==> src/hdl/cbez_pkg.sv <==
// Shared types and constants for the cubic Bezier evaluate/subdivide unit.
// Used by every module of the block; depends on nothing else.
package cbez_pkg;

    // Field widths
    localparam int COORD_BITS   = 16;
    localparam int T_FRAC_BITS  = 16;
    localparam int T_BITS       = T_FRAC_BITS + 1;
    localparam int CFG_IDX_BITS = 4;
    localparam int NUM_REGS     = 8;
    localparam int REG_SEL_BITS = $clog2(NUM_REGS);
    localparam int IDX_BITS     = 3;

    // Internal arithmetic runs modulo 2^64, split in halves for the multipliers
    localparam int ACC_BITS  = 64;
    localparam int HALF_BITS = ACC_BITS / 2;

    // Input queue between front and back
    localparam int QUEUE_DEPTH = 2;

    // Register indexes of the x coordinate of each control point (y follows)
    localparam logic [REG_SEL_BITS-1:0] REG_P0_X = REG_SEL_BITS'(0);
    localparam logic [REG_SEL_BITS-1:0] REG_P1_X = REG_SEL_BITS'(2);
    localparam logic [REG_SEL_BITS-1:0] REG_P2_X = REG_SEL_BITS'(4);
    localparam logic [REG_SEL_BITS-1:0] REG_P3_X = REG_SEL_BITS'(6);

    // Mode codes
    localparam logic MODE_EVAL  = 1'b0;
    localparam logic MODE_SPLIT = 1'b1;

    // t = 1.0 and the index of the final subdivision point
    localparam logic [T_BITS-1:0]   T_ONE    = {1'b1, {T_FRAC_BITS{1'b0}}};
    localparam logic [IDX_BITS-1:0] LAST_IDX = IDX_BITS'(7);

    typedef logic signed [COORD_BITS-1:0] t_coord;
    typedef logic [ACC_BITS-1:0] t_acc;
    typedef logic [NUM_REGS-1:0][COORD_BITS-1:0] t_cfg_regs;

    typedef struct packed {
        logic [T_BITS-1:0] t_value;
        logic              mode;
    } t_in_item;

    typedef struct packed {
        logic signed [COORD_BITS-1:0] point_x;
        logic signed [COORD_BITS-1:0] point_y;
        logic [IDX_BITS-1:0]          point_index;
        logic                         last_point;
    } t_out_item;

    // Classified job handed from front to back
    typedef struct packed {
        logic [T_BITS-1:0] t_sat;
        logic              split;
    } t_job;

endpackage

==> src/hdl/cbez_front.sv <==
// Front end: takes input beats, clamps t to 1.0 and classifies the mode.
// Depends on cbez_pkg; feeds cbez_queue.
module cbez_front (
    input  logic              i_in_valid,
    output logic              o_in_ready,
    input  cbez_pkg::t_in_item i_in_data,
    output logic              o_push_valid,
    input  logic              i_push_ready,
    output cbez_pkg::t_job    o_push_data
);

    // Accept whenever the queue has room
    assign o_in_ready   = i_push_ready;
    assign o_push_valid = i_in_valid;

    // Clamp t above one, decode mode
    always_comb begin
        o_push_data.t_sat = (i_in_data.t_value > cbez_pkg::T_ONE) ? cbez_pkg::T_ONE
                                                                   : i_in_data.t_value;
        o_push_data.split = (i_in_data.mode == cbez_pkg::MODE_SPLIT);
    end

endmodule

==> config.mk <==
export PLATFORM = sky130hd
export DESIGN_NAME = cbez_front
export DESIGN_NICKNAME = d
export VERILOG_FILES = /design/src/hdl/cbez_pkg.sv /design/src/hdl/cbez_front.sv
export SDC_FILE = /design/constraint.sdc
export NUM_CORES = 1
export LEC_CHECK = 0
export ABC_AREA = 1
export BUFFER_PORTS_ARGS = -buffer_cell sky130_fd_sc_hd__buf_2
export CAP_MARGIN = 15
export CORE_AREA = 2 2 39 41
export DETAILED_ROUTE_END_ITERATION = 8
export DIE_AREA = 0 0 41 43
export GPL_TIMING_DRIVEN = 0
export PLACE_DENSITY_LB_ADDON = 0.12
export SLEW_MARGIN = 20
export SYNTH_ARGS = -nofsm -noshare
export SYNTH_HDL_FRONTEND = slang
export SYNTH_SLANG_ARGS = --single-unit
==> constraint.sdc <==
create_clock -name vclk -period 1.1
set_clock_uncertainty 0.2 [all_clocks]
set_input_delay 0.11 -clock vclk [all_inputs]
set_output_delay 0.11 -clock vclk [all_outputs]
set_load 0.01 [all_outputs]
# ---- Word level (Yosys, flattened, before mapping)
# Cells that the tools add are included.
dict set report classes {
  n_reduce_logical 0
  n_mux 1
  n_lt_le_gt_ge 1
  multipliers 0
  bitwise_logic 0
  div 0
  shift 0
  addsub 0
  n_eq_ne 0
}
# operator n
set op_table {}
lappend op_table {{17-bit greater-than comparator, second input constant} 1}
lappend op_table {{17-bit two-way mux} 1}
dict set report word_totals {
  elab_cells 2
  rom_bits 0
  out_inout_bits 20
  in_bits 20
  mem_count 0
  mem_bits_rw 0
  register_bits 0
  latchBits 0
}

# ---- Longest topological paths before layout
dict set report depth {
  word_depth 2
  depth_mapped 6
  mapped_depth_nobuf 5
}

# ---- Least setup slack after synthesis
# OpenSTA, ideal clock, no wires.
dict set report synth_timing {
  path_kind {input to output}
  from {input port i_in_data[11] in the netlist's numbering}
  to {output port o_push_data[1] in the netlist's numbering}
  arrival_ns 0.794
  cell_stages 6
  n_path_buf 1
  path_slack_ns -0.004
  t_required_ns 0.790
  cell_sequence {nor2_1 -> nand2_1 -> nor2_2 -> nand2_4 -> buf_12 -> a21oi_2}
}
# element line
set synth_lines {}
lappend synth_lines {{from (decl)} cbez_front.sv:6} ;# input cbez_pkg::t_in_item i_in_data,
lappend synth_lines {{to (decl)} cbez_front.sv:9} ;# output cbez_pkg::t_job o_push_data

==> results.txt <==
* Mapped Area: 310 um^2
- Setup Crit Path Kind: input pin to output pin
- Clock buffers in the final layout number 0.
- Dividing the detail-routed via count by the number of cells gives 4.00.
- Via count of the first global-routing pass: 336
* Number of antenna violations at the first check in global routing: 0
* Overall power: 0.000212 W
- Die outline area: 1760 um^2
- Combinational logic is responsible for 100.0% of the overall power.
- Relative slew slack: 78.9%
- Run status: finished with violations
- Before antenna repair, the detailed router went through 2 iterations.
- Layout overhead on the synthesized area: 126%
- Register share of total power: 0%
- The number of placed instances, taps included, is 106.
* Weighted congestion reported at the end of routability-driven placement: 0.579
- Biggest fanout along the worst timing path: 5
* Maximum number of pins on one net before global-route repair: 11
- Setup violators final: 16
* Peak clock frequency supported by timing: 775 MHz
* Max-cap viol count: 0
- STA classifies the critical path startpoint as an input pin.
- Sequential-to-total area share from yosys stat: 0%
- Global-route wire length before repair: 1210 um
* Dominant combinational cell family by area after synthesis: compound AO/OA/AOI/OAI gates
- The final layout contains 115 nets.
* Power density over the cells: 302 nW/um^2
* Type of destination of the critical path: output pin
* Final Non-Filler Cells: 109
* Global-route total usage across every layer: 8.99%
- Portion of the clock cycle consumed by the worst path in the final layout: 117%
- Number of buffers inserted by hold repair at cts: 0
* Post-Route Hold Slack: 0.203 ns
- Worst endpoint data arrival time: 0.98 ns
* Total number of placement rows: 14
* Maximum vdd drop: 0.000119 V
- The floorplan step set the die width to 41 um.
* Wire length per cell after detailed routing: 8.23 um
- Mux contribution to synthesized area: 0%
- Total DRC errors in the routed layout: 0
- The routed layout has 436 vias.
- Hold Fails Final Rpt: 0
- Proportion of total power due to net switching: 46.2%
* Avg Cell Area, Syn: 5.75 um^2
- Detailed placement finished with a half-perimeter wire length of 663 um.
- Antenna-violating nets left: 0
* Design internal power: 0.000114 W
- Total wire length after detailed routing: 897 um
- Summing the areas of all compound-gate instances in the mapped netlist gives 40.3% of the synthesized area.
- The synthesized netlist devotes 0% of its cell area to XOR and XNOR gates.
* CP required: 0.79 ns
- Leaving out fill and tap cells, the most frequent cells in the layout are buf_2, inv_1, a21oi_2, buf_6, nor2_4.
- Cell count after synthesis: 54
- Shortest clock period the worst path allows after layout: 1.29 ns
- Hold WC Path Type: input pin to output pin
- Total core area: 1380 um^2
- Overflow after GRT: 0
* Final count of pins violating max slew: 0
- For this design the static power due to leakage is 0.394 nW.
* Boundary pin count: 40
- Fill cells: 139
* Count of yosys warnings during synthesis: 0
- Initial core utilization: 22.4%
* Post-Synth Adder-Cell Area: 0%
- The netlist uses 12 different library cells.
- Switching power: 0.0000981 W
- For this block, the initial DRC count from the detailed router was 1.
- Layout cells sized above 1: 77.4%
* Worst Max-Slew Pin Slew: 0.316 ns
* Unrepaired setup endpoints after global routing: true
* Layout sequential cell count: 0
- Violations in the final reports: setup timing
- Minimum setup slack in the final design: -0.190 ns
- Number of nets produced by synthesis: 74
- Summing the areas of all and, or, nand and nor instances in the mapped netlist gives 22.2% of the synthesized area.
* Portion of total power attributed to the clock network: 0%
- Chip height: 43 um
- Most common library cell in the layout ignoring fill and taps: buf_2
* Port Buffer Count: 36
* Footprint of the flip-flops and latches: 0 um^2
- Antenna fix cells: 0
==> cell families after synthesis <==
logic type	Yosys count
buffers and inverters	23
AOI/OAI and AO/OA	16
and+or+nand+nor	15
==> cell usage after synthesis <==
master    count  share of area (%)
buf_4         3                7.3
inv_1        16                 19
nor2_2        2                4.0
clkbuf_1      1                1.2
a21oi_1       6                9.7
buf_2         2                3.2
buf_12        1                6.5
nor2_1        8                9.7
nand2_4       1                3.6
nand2_1       4                4.8
a21oi_2       9                 25
a21oi_4       1                5.2
==> area by class of cell <==
cell class / count / area (um^2) / area share (%)
inverters: 16 / 60.1 / 8.56
plain buffers: 7 / 56.3 / 8.02
well taps: 16 / 20.0 / 2.85
repair buffers: 39 / 305 / 43.5
multi-input cells: 31 / 260 / 37.1
==> final timing paths <==
kind | startpoint | endpoint | slack, ns | depth (start not counted)
worst min-delay path | i_push_ready | o_in_ready | 0.20 | 2
worst max-delay path | i_in_data[15] | o_push_data[8] | -0.19 | 8
==> metrics by stage <==
stage	area [um^2]	setup slack, ns	util, %	TNS (ns)
2_1_floorplan	310	-0.00385	-	-0.0346
3_3_place_gp	510	-0.253	36.9	-3.20
3_5_place_dp	510	-0.265	36.9	-3.23
4_1_cts	597	-0.208	43.1	-3.09
5_1_grt	702	-0.256	50.7	-3.53
6_report	702	-0.190	50.7	-2.60
==> per-layer routing <==
metal | GRT usage, % | part of all wire, %
met2 | 16.3 | 49
met5 | 0 | 0
met4 | 0 | 0
met3 | 0 | 8.5
met1 | 12.0 | 42
==> power by group through the flow <==
stage	clock [W]	sequential [W]	combinational, W
after floorplan	0	0	0.0000892
after global placement	0	0	0.000161
after detailed placement	0	0	0.000162
after CTS	0	0	0.000186
after global routing	0	0	0.000233
final	0	0	0.000212
==> worst max-delay path, stage by stage <==
cell and delay, ns:
buf_2 0.10, nor2_1 0.08, nand2_1 0.09, nor2_4 0.10, nand2_4 0.08, clkbuf_16 0.17
a21oi_2 0.11, buf_2 0.13
==> repair_timing <==
| item | CTS | global route |
|---|---|---|
| pin swaps | 4 | 12 |
| setup buffers | 2 | 0 |
| resized for setup | 14 | 19 |
| cloned | 0 | 1 |
| setup endpoints to repair | 16 | 16 |
Power figures use the tool's default switching activity.
