===== config.mk =====
export PLATFORM = sky130hd
export DESIGN_NAME = cbez_queue
export DESIGN_NICKNAME = d
export VERILOG_FILES = /design/src/hdl/cbez_pkg.sv /design/src/hdl/cbez_queue.sv
export SDC_FILE = /design/constraint.sdc
export NUM_CORES = 1
export LEC_CHECK = 0
export BUFFER_PORTS_ARGS = -buffer_cell sky130_fd_sc_hd__clkbuf_2
export CORE_ASPECT_RATIO = 0.8
export CORE_MARGIN = 8
export CORE_UTILIZATION = 50
export CTS_CLUSTER_SIZE = 12
export DETAILED_ROUTE_END_ITERATION = 12
export GPL_TIMING_DRIVEN = 0
export PLACE_DENSITY = 0.77
export SLEW_MARGIN = 20
export SYNTH_ARGS = -nofsm -noshare
export SYNTH_HDL_FRONTEND = slang
export SYNTH_SLANG_ARGS = --single-unit

===== constraint.sdc =====
create_clock -name i_clk -period 2.08 [get_ports i_clk]
set_input_delay 0.208 -clock i_clk [delete_from_list [all_inputs] [get_ports i_clk]]
set_output_delay 0.208 -clock i_clk [all_outputs]
set_load 0.02 [all_outputs]

===== src/hdl/cbez_pkg.sv =====
// Shared types and constants for the cubic Bezier evaluate/subdivide unit.
// Used by every module of the block; depends on nothing else.
package cbez_pkg;

    // Field widths
    localparam int COORD_BITS   = 16;
    localparam int T_FRAC_BITS  = 16;
    localparam int T_BITS       = T_FRAC_BITS + 1;
    localparam int CFG_IDX_BITS = 4;
    localparam int NUM_REGS     = 8;
    localparam int REG_SEL_BITS = $clog2(NUM_REGS);
    localparam int IDX_BITS     = 3;

    // Internal arithmetic runs modulo 2^64, split in halves for the multipliers
    localparam int ACC_BITS  = 64;
    localparam int HALF_BITS = ACC_BITS / 2;

    // Input queue between front and back
    localparam int QUEUE_DEPTH = 2;

    // Register indexes of the x coordinate of each control point (y follows)
    localparam logic [REG_SEL_BITS-1:0] REG_P0_X = REG_SEL_BITS'(0);
    localparam logic [REG_SEL_BITS-1:0] REG_P1_X = REG_SEL_BITS'(2);
    localparam logic [REG_SEL_BITS-1:0] REG_P2_X = REG_SEL_BITS'(4);
    localparam logic [REG_SEL_BITS-1:0] REG_P3_X = REG_SEL_BITS'(6);

    // Mode codes
    localparam logic MODE_EVAL  = 1'b0;
    localparam logic MODE_SPLIT = 1'b1;

    // t = 1.0 and the index of the final subdivision point
    localparam logic [T_BITS-1:0]   T_ONE    = {1'b1, {T_FRAC_BITS{1'b0}}};
    localparam logic [IDX_BITS-1:0] LAST_IDX = IDX_BITS'(7);

    typedef logic signed [COORD_BITS-1:0] t_coord;
    typedef logic [ACC_BITS-1:0] t_acc;
    typedef logic [NUM_REGS-1:0][COORD_BITS-1:0] t_cfg_regs;

    typedef struct packed {
        logic [T_BITS-1:0] t_value;
        logic              mode;
    } t_in_item;

    typedef struct packed {
        logic signed [COORD_BITS-1:0] point_x;
        logic signed [COORD_BITS-1:0] point_y;
        logic [IDX_BITS-1:0]          point_index;
        logic                         last_point;
    } t_out_item;

    // Classified job handed from front to back
    typedef struct packed {
        logic [T_BITS-1:0] t_sat;
        logic              split;
    } t_job;

endpackage


===== src/hdl/cbez_queue.sv =====
// Short job queue that decouples the front end from the arithmetic back end.
// Depends on cbez_pkg.
module cbez_queue (
    input  logic           i_clk,
    input  logic           i_rst_n,
    input  logic           i_push_valid,
    output logic           o_push_ready,
    input  cbez_pkg::t_job i_push_data,
    output logic           o_pop_valid,
    input  logic           i_pop_ready,
    output cbez_pkg::t_job o_pop_data
);

    localparam int PTR_BITS = $clog2(cbez_pkg::QUEUE_DEPTH);
    localparam int CNT_BITS = $clog2(cbez_pkg::QUEUE_DEPTH + 1);

    cbez_pkg::t_job        r_mem [cbez_pkg::QUEUE_DEPTH];
    logic [PTR_BITS-1:0]   r_wr_ptr;
    logic [PTR_BITS-1:0]   r_rd_ptr;
    logic [CNT_BITS-1:0]   r_count;
    logic                  push;
    logic                  pop;

    assign o_push_ready = (r_count != CNT_BITS'(cbez_pkg::QUEUE_DEPTH));
    assign o_pop_valid  = (r_count != '0);
    assign o_pop_data   = r_mem[r_rd_ptr];
    assign push         = i_push_valid && o_push_ready;
    assign pop          = o_pop_valid && i_pop_ready;

    // Storage
    always_ff @(posedge i_clk) begin
        if (push) begin
            r_mem[r_wr_ptr] <= i_push_data;
        end
    end

    // Pointers and fill count
    always_ff @(posedge i_clk) begin
        if (!i_rst_n) begin
            r_wr_ptr <= '0;
            r_rd_ptr <= '0;
            r_count  <= '0;
        end else begin
            if (push) begin
                r_wr_ptr <= r_wr_ptr + PTR_BITS'(1);
            end
            if (pop) begin
                r_rd_ptr <= r_rd_ptr + PTR_BITS'(1);
            end
            if (push && !pop) begin
                r_count <= r_count + CNT_BITS'(1);
            end else if (pop && !push) begin
                r_count <= r_count - CNT_BITS'(1);
            end
        end
    end

endmodule


**Yosys cells after proc, flatten, opt, wreduce, memory -nomap -nowiden**

Memory sizes are Yosys's and may differ from the RTL's. A register that Yosys moved wholly into a read port is not among the register bits.
Cells that the tools add are included.

- Add/subtract/negate cells: 4
- Equal/unequal tests: 1
- Mux-type cells: 6
- Reductions and logical operators: 8

Operator list:

| operator | number |
|---|---|
| logical AND 1 bit | 4 |
| 2-to-1 mux 1 bit | 4 |
| 2-to-1 mux 2 bit | 2 |
| nonzero test 2 bit | 2 |
| adder 1 bit, second input constant | 2 |
| adder 2 x 1 -> 2 bit, second input constant | 1 |
| zero test 1 bit | 2 |
| != test 2 bit, second input constant | 1 |
| subtractor 2 x 1 -> 2 bit, second input constant | 1 |

- Flip-flop bits (word level): 4
- RAM bits: 36
- Bits of input ports: 22
- Output and inout port bits: 20
- Memories: 1

Memories:

| memory | depth | bits a word | rd ports | clocked after memory_dff | wr ports | line | source |
|---|---|---|---|---|---|---|---|
| r_mem | 2 | 18 | 1 | 1 | 1 | cbez_queue.sv:17 | `cbez_pkg::t_job r_mem [cbez_pkg::QUEUE_DEPTH];` |

**Depth between registers and ports, before layout**

- Depth after elaboration: 6
- Gate-level depth with buffers: 6

**Worst setup path after synthesis**

No wires, ideal clock.

- Path kind: reg2reg
- Start point: reg r_count[0]
- End point: reg r_count[1]
- Data arrival time: 1.455 ns
- Slack: 0.555 ns
- Stages on the path, launching flop included: 6
- Buffers on the path: 0
- Path through: dfxtp_1 nand2b_4 and2_1 ha_1 or3_1 a21boi_1

- Cells in the longest elaborated chain, start to end: 5

RTL lines:

| item | line | source |
|---|---|---|
| start, declared | cbez_queue.sv:20 | `logic [CNT_BITS-1:0] r_count;` |
| start signal, assigned | cbez_queue.sv:51 | `r_count <= r_count + CNT_BITS'(1);` |
| start signal, assigned | cbez_queue.sv:53 | `r_count <= r_count - CNT_BITS'(1);` |
| != test 2 bit (*) | cbez_queue.sv:24 | `assign o_push_ready = (r_count != CNT_BITS'(cbez_pkg::QUEUE_DEPTH));` |
| via o_push_ready | cbez_queue.sv:7 | `output logic o_push_ready,` |
| logical AND 1 bit (*) | cbez_queue.sv:27 | `assign push = i_push_valid && o_push_ready;` |
| via push | cbez_queue.sv:21 | `logic push;` |
| zero test 1 bit | cbez_queue.sv:52 | `end else if (pop && !push) begin` |
| logical AND 1 bit | cbez_queue.sv:52 |  |
| nonzero test 2 bit (no source line) | -- |  |

Mark *: on every way through the listed nets, which the timed path passes. The rest lies on a longest branch. The select of a mux whose other input is x is not followed.
A chain may end at the register's enable or synchronous reset.

==> results.yml <==
synthesis:
  synth_edf_count: 36
  synth_flop_cell: "edfxtp_1"
  ys.warnings.count: 0
  synth_most_common_cell: "edfxtp_1"
  synthCells: 80
  synth_top_area_share_pct: 70.24
  yosysSeqAreaShare_pct: 76.75
  synth-seq-cells: 41
  yosys.area.top_type: "edfxtp_1"
  avgSynthCellArea_um2: 19.24
  synth_common_cells: "edfxtp_1, mux2_2, dfxtp_1"
  syn_area_um2: 1539
  async_flop_share_pct: 0
  synth_nets: 103
  post_synth_num_cell_types: 20
  synthTopCellsByArea: "edfxtp_1, mux2_2, dfxtp_1, and2_1, xnor2_1"
detailed_routing:
  first_pass_iters: 3
  drt_iter0_drc: 28
  routed-via-count: 799
  post_drt_wl_per_cell_um: 15.16
  ant_nets: 0
  drt_wl_total_um: 2562
  viasPerCell: 4.728
  drc: 0
floorplanning:
  fp.dieW_um: 78.03
  initial_core_util_pct: 51.00
  io_pins: 42
  die-area_um2: 5120
  die_h_um: 65.62
  core-area_um2: 3018
  num_rows: 18
placement:
  port_buffers: 41
  dp_hpwl_um: 1864
  place.gp.congestion: 0.6400
  dp_slack_ns: 0.3802
setup_path:
  reg2reg_from: "r_count[0]"
  crit_path_end: "o_pop_data[12]"
  path_max_fanout: 10
  critical-path-slowest-cell: "mux2_2"
  r2r_slack_ns: 0.41
  critPathRequiredTime_ns: 1.87
  max_stage_delay_ns: 0.35
  reg2regPathDepth: 2
  end_kind: "output port"
  cp-start-kind: "register"
  worstPathCellList: "buf_2 -> buf_4 -> mux2_2 -> clkbuf_2"
  crit_type: "reg -> out"
  timing.rr.end: "r_mem[1][0]"
  worstPathArrival_ns: 1.55
global_route:
  grt_pass1_wl_um: 4188
  grt_max_degree: 19
  antenna_found_initial: 0
  grt_pass1_vias: 910
  grt_usage_pct: 10.94
  grt_overflow: 0
finish:
  fin_nets: 151
  drive_gt1_share_pct: 55.04
  area_delta_synth_final_pct: 23.58
  final_util_pct: 63.02
  nFillCells: 237
  antenna_cells: 0
clock_tree:
  clk_path_buf_depth: 2
  cts_tree: "yes"
  cts_root_buf: "clkbuf_8"
  clk_latency_ns: 0.29
  numCtsBuffers: 5
  cts_hold_buf: 0
  ctsResizeCount: 0
  htree_levels: 2
  clkTransAtPathRegs_ns: 0.07
  postCtsSetupRepairBufs: 0
  clock_sinks: 41
timing:
  slew_headroom_pct: 45.81
  fin_worst_skew_ns: 0.004573
  fmax_mhz: 567.7
  fin_setup_tns_ns: 0
  worst_pin_slew_ns: 0.8128
  layout_worst_path_cycle_share_pct: 84.69
  maxSlewViolCount: 0
  setup_ws_ns: 0.3184
  min_period_ns: 1.762
  grt_setup_unrepaired: "false"
  fin_hold_ws_ns: 0.1024
  finalHoldViolCount: 0
  finalSetupViolCount: 0
hold_path:
  min_from: "i_push_data[12]"
  hold_path.class: "in -> reg"
pwr:
  ir_drop_uv: 640.1
  power-per-cell-area_nw_per_um2: 1269
  p_leak_nw: 0.7428
status:
  status: "completed"
flow_run:
  cap_violations: 0
## through the flow
step,total power [mW],std cells,area (µm²)
floorplan,1.615,80,1539
global placement,1.809,161,1794
detailed placement,1.838,161,1794
CTS,2.445,169,1902
global route,2.540,169,1902
finish,2.414,169,1902
## logic make-up (layout without fill, tap and decap cells)
logic type	count (synthesis)	after routing	synth area share, %
compound gates	5	5	2.276
fa+ha+maj	1	1	0.8129
buf+inv	3	52	1.057
flops	41	41	76.75
simple gates	9	9	4.228
xor+xnor	3	3	1.708
mux	18	18	13.17
## report_power, final
part           total (mW)  switching (mW)  internal [mW]
Sequential           1.08          0.0485           1.04
Combinational       0.719           0.408          0.312
Clock               0.610           0.255          0.356
Total                2.41           0.711           1.70
## registers in the layout (all words and copies together) (netlist names), named ones only
| signal | cells |
|---|---|
| r_rd_ptr | 1 |
| r_mem | 36 |
| r_count | 2 |
| r_wr_ptr | 1 |
## metal layers
layer | up-vias | part of all wire, % | track usage [%] | wire [µm]
li1 | 400 | - | - | -
met1 | 370 | 38 | 10.17 | 970
met2 | 23 | 52 | 18.63 | 1322
met3 | 6 | 8.2 | 6.403 | 210
met4 | 0 | 2.3 | 6.221 | 59
met5 | - | 0 | 0 | 0
## critical path: cells and delay by family (launching register included)
family                 cells  cell delay (ns)
buffers and inverters      3             0.62
DFF                        1             0.30
muxes                      1             0.35
## placed cells by master, fill, tap and decap left out, types with 2 or more instances in the layout
cell type / n
edfxtp_1: 36
mux2_2: 18
xnor2_1: 2
and2_1: 4
dfxtp_1: 5
clkbuf_8: 5
clkbuf_2: 41
## worst min-delay path by stage
| stage | to | slack (ns) | depth (start not counted) |
|---|---|---|---|
| 6_report | r_mem[0][12] | 0.10 | 1 |
| 3_3_place_gp | r_mem[0][11] | 0.40 | 1 |
| 4_1_cts | r_mem[0][12] | 0.09 | 1 |
| 3_5_place_dp | r_mem[0][12] | 0.40 | 1 |
| 5_1_grt | r_mem[0][11] | 0.09 | 1 |
| 2_1_floorplan | r_mem[0][0] | 0.31 | 0 |
## layout make-up
cell class	instances	area, µm²	share of cell area [%]
multi-input cells	36	341.6	17.96
flip-flops and latches	41	1181	62.11
clock inverters	2	35.03	1.842
clock buffers	6	72.57	3.816
well taps	40	50.05	2.632
inverters	1	3.754	0.1974
plain buffers	2	12.51	0.6579
repair buffers	41	205.2	10.79
(Power assumes the default switching activity.)
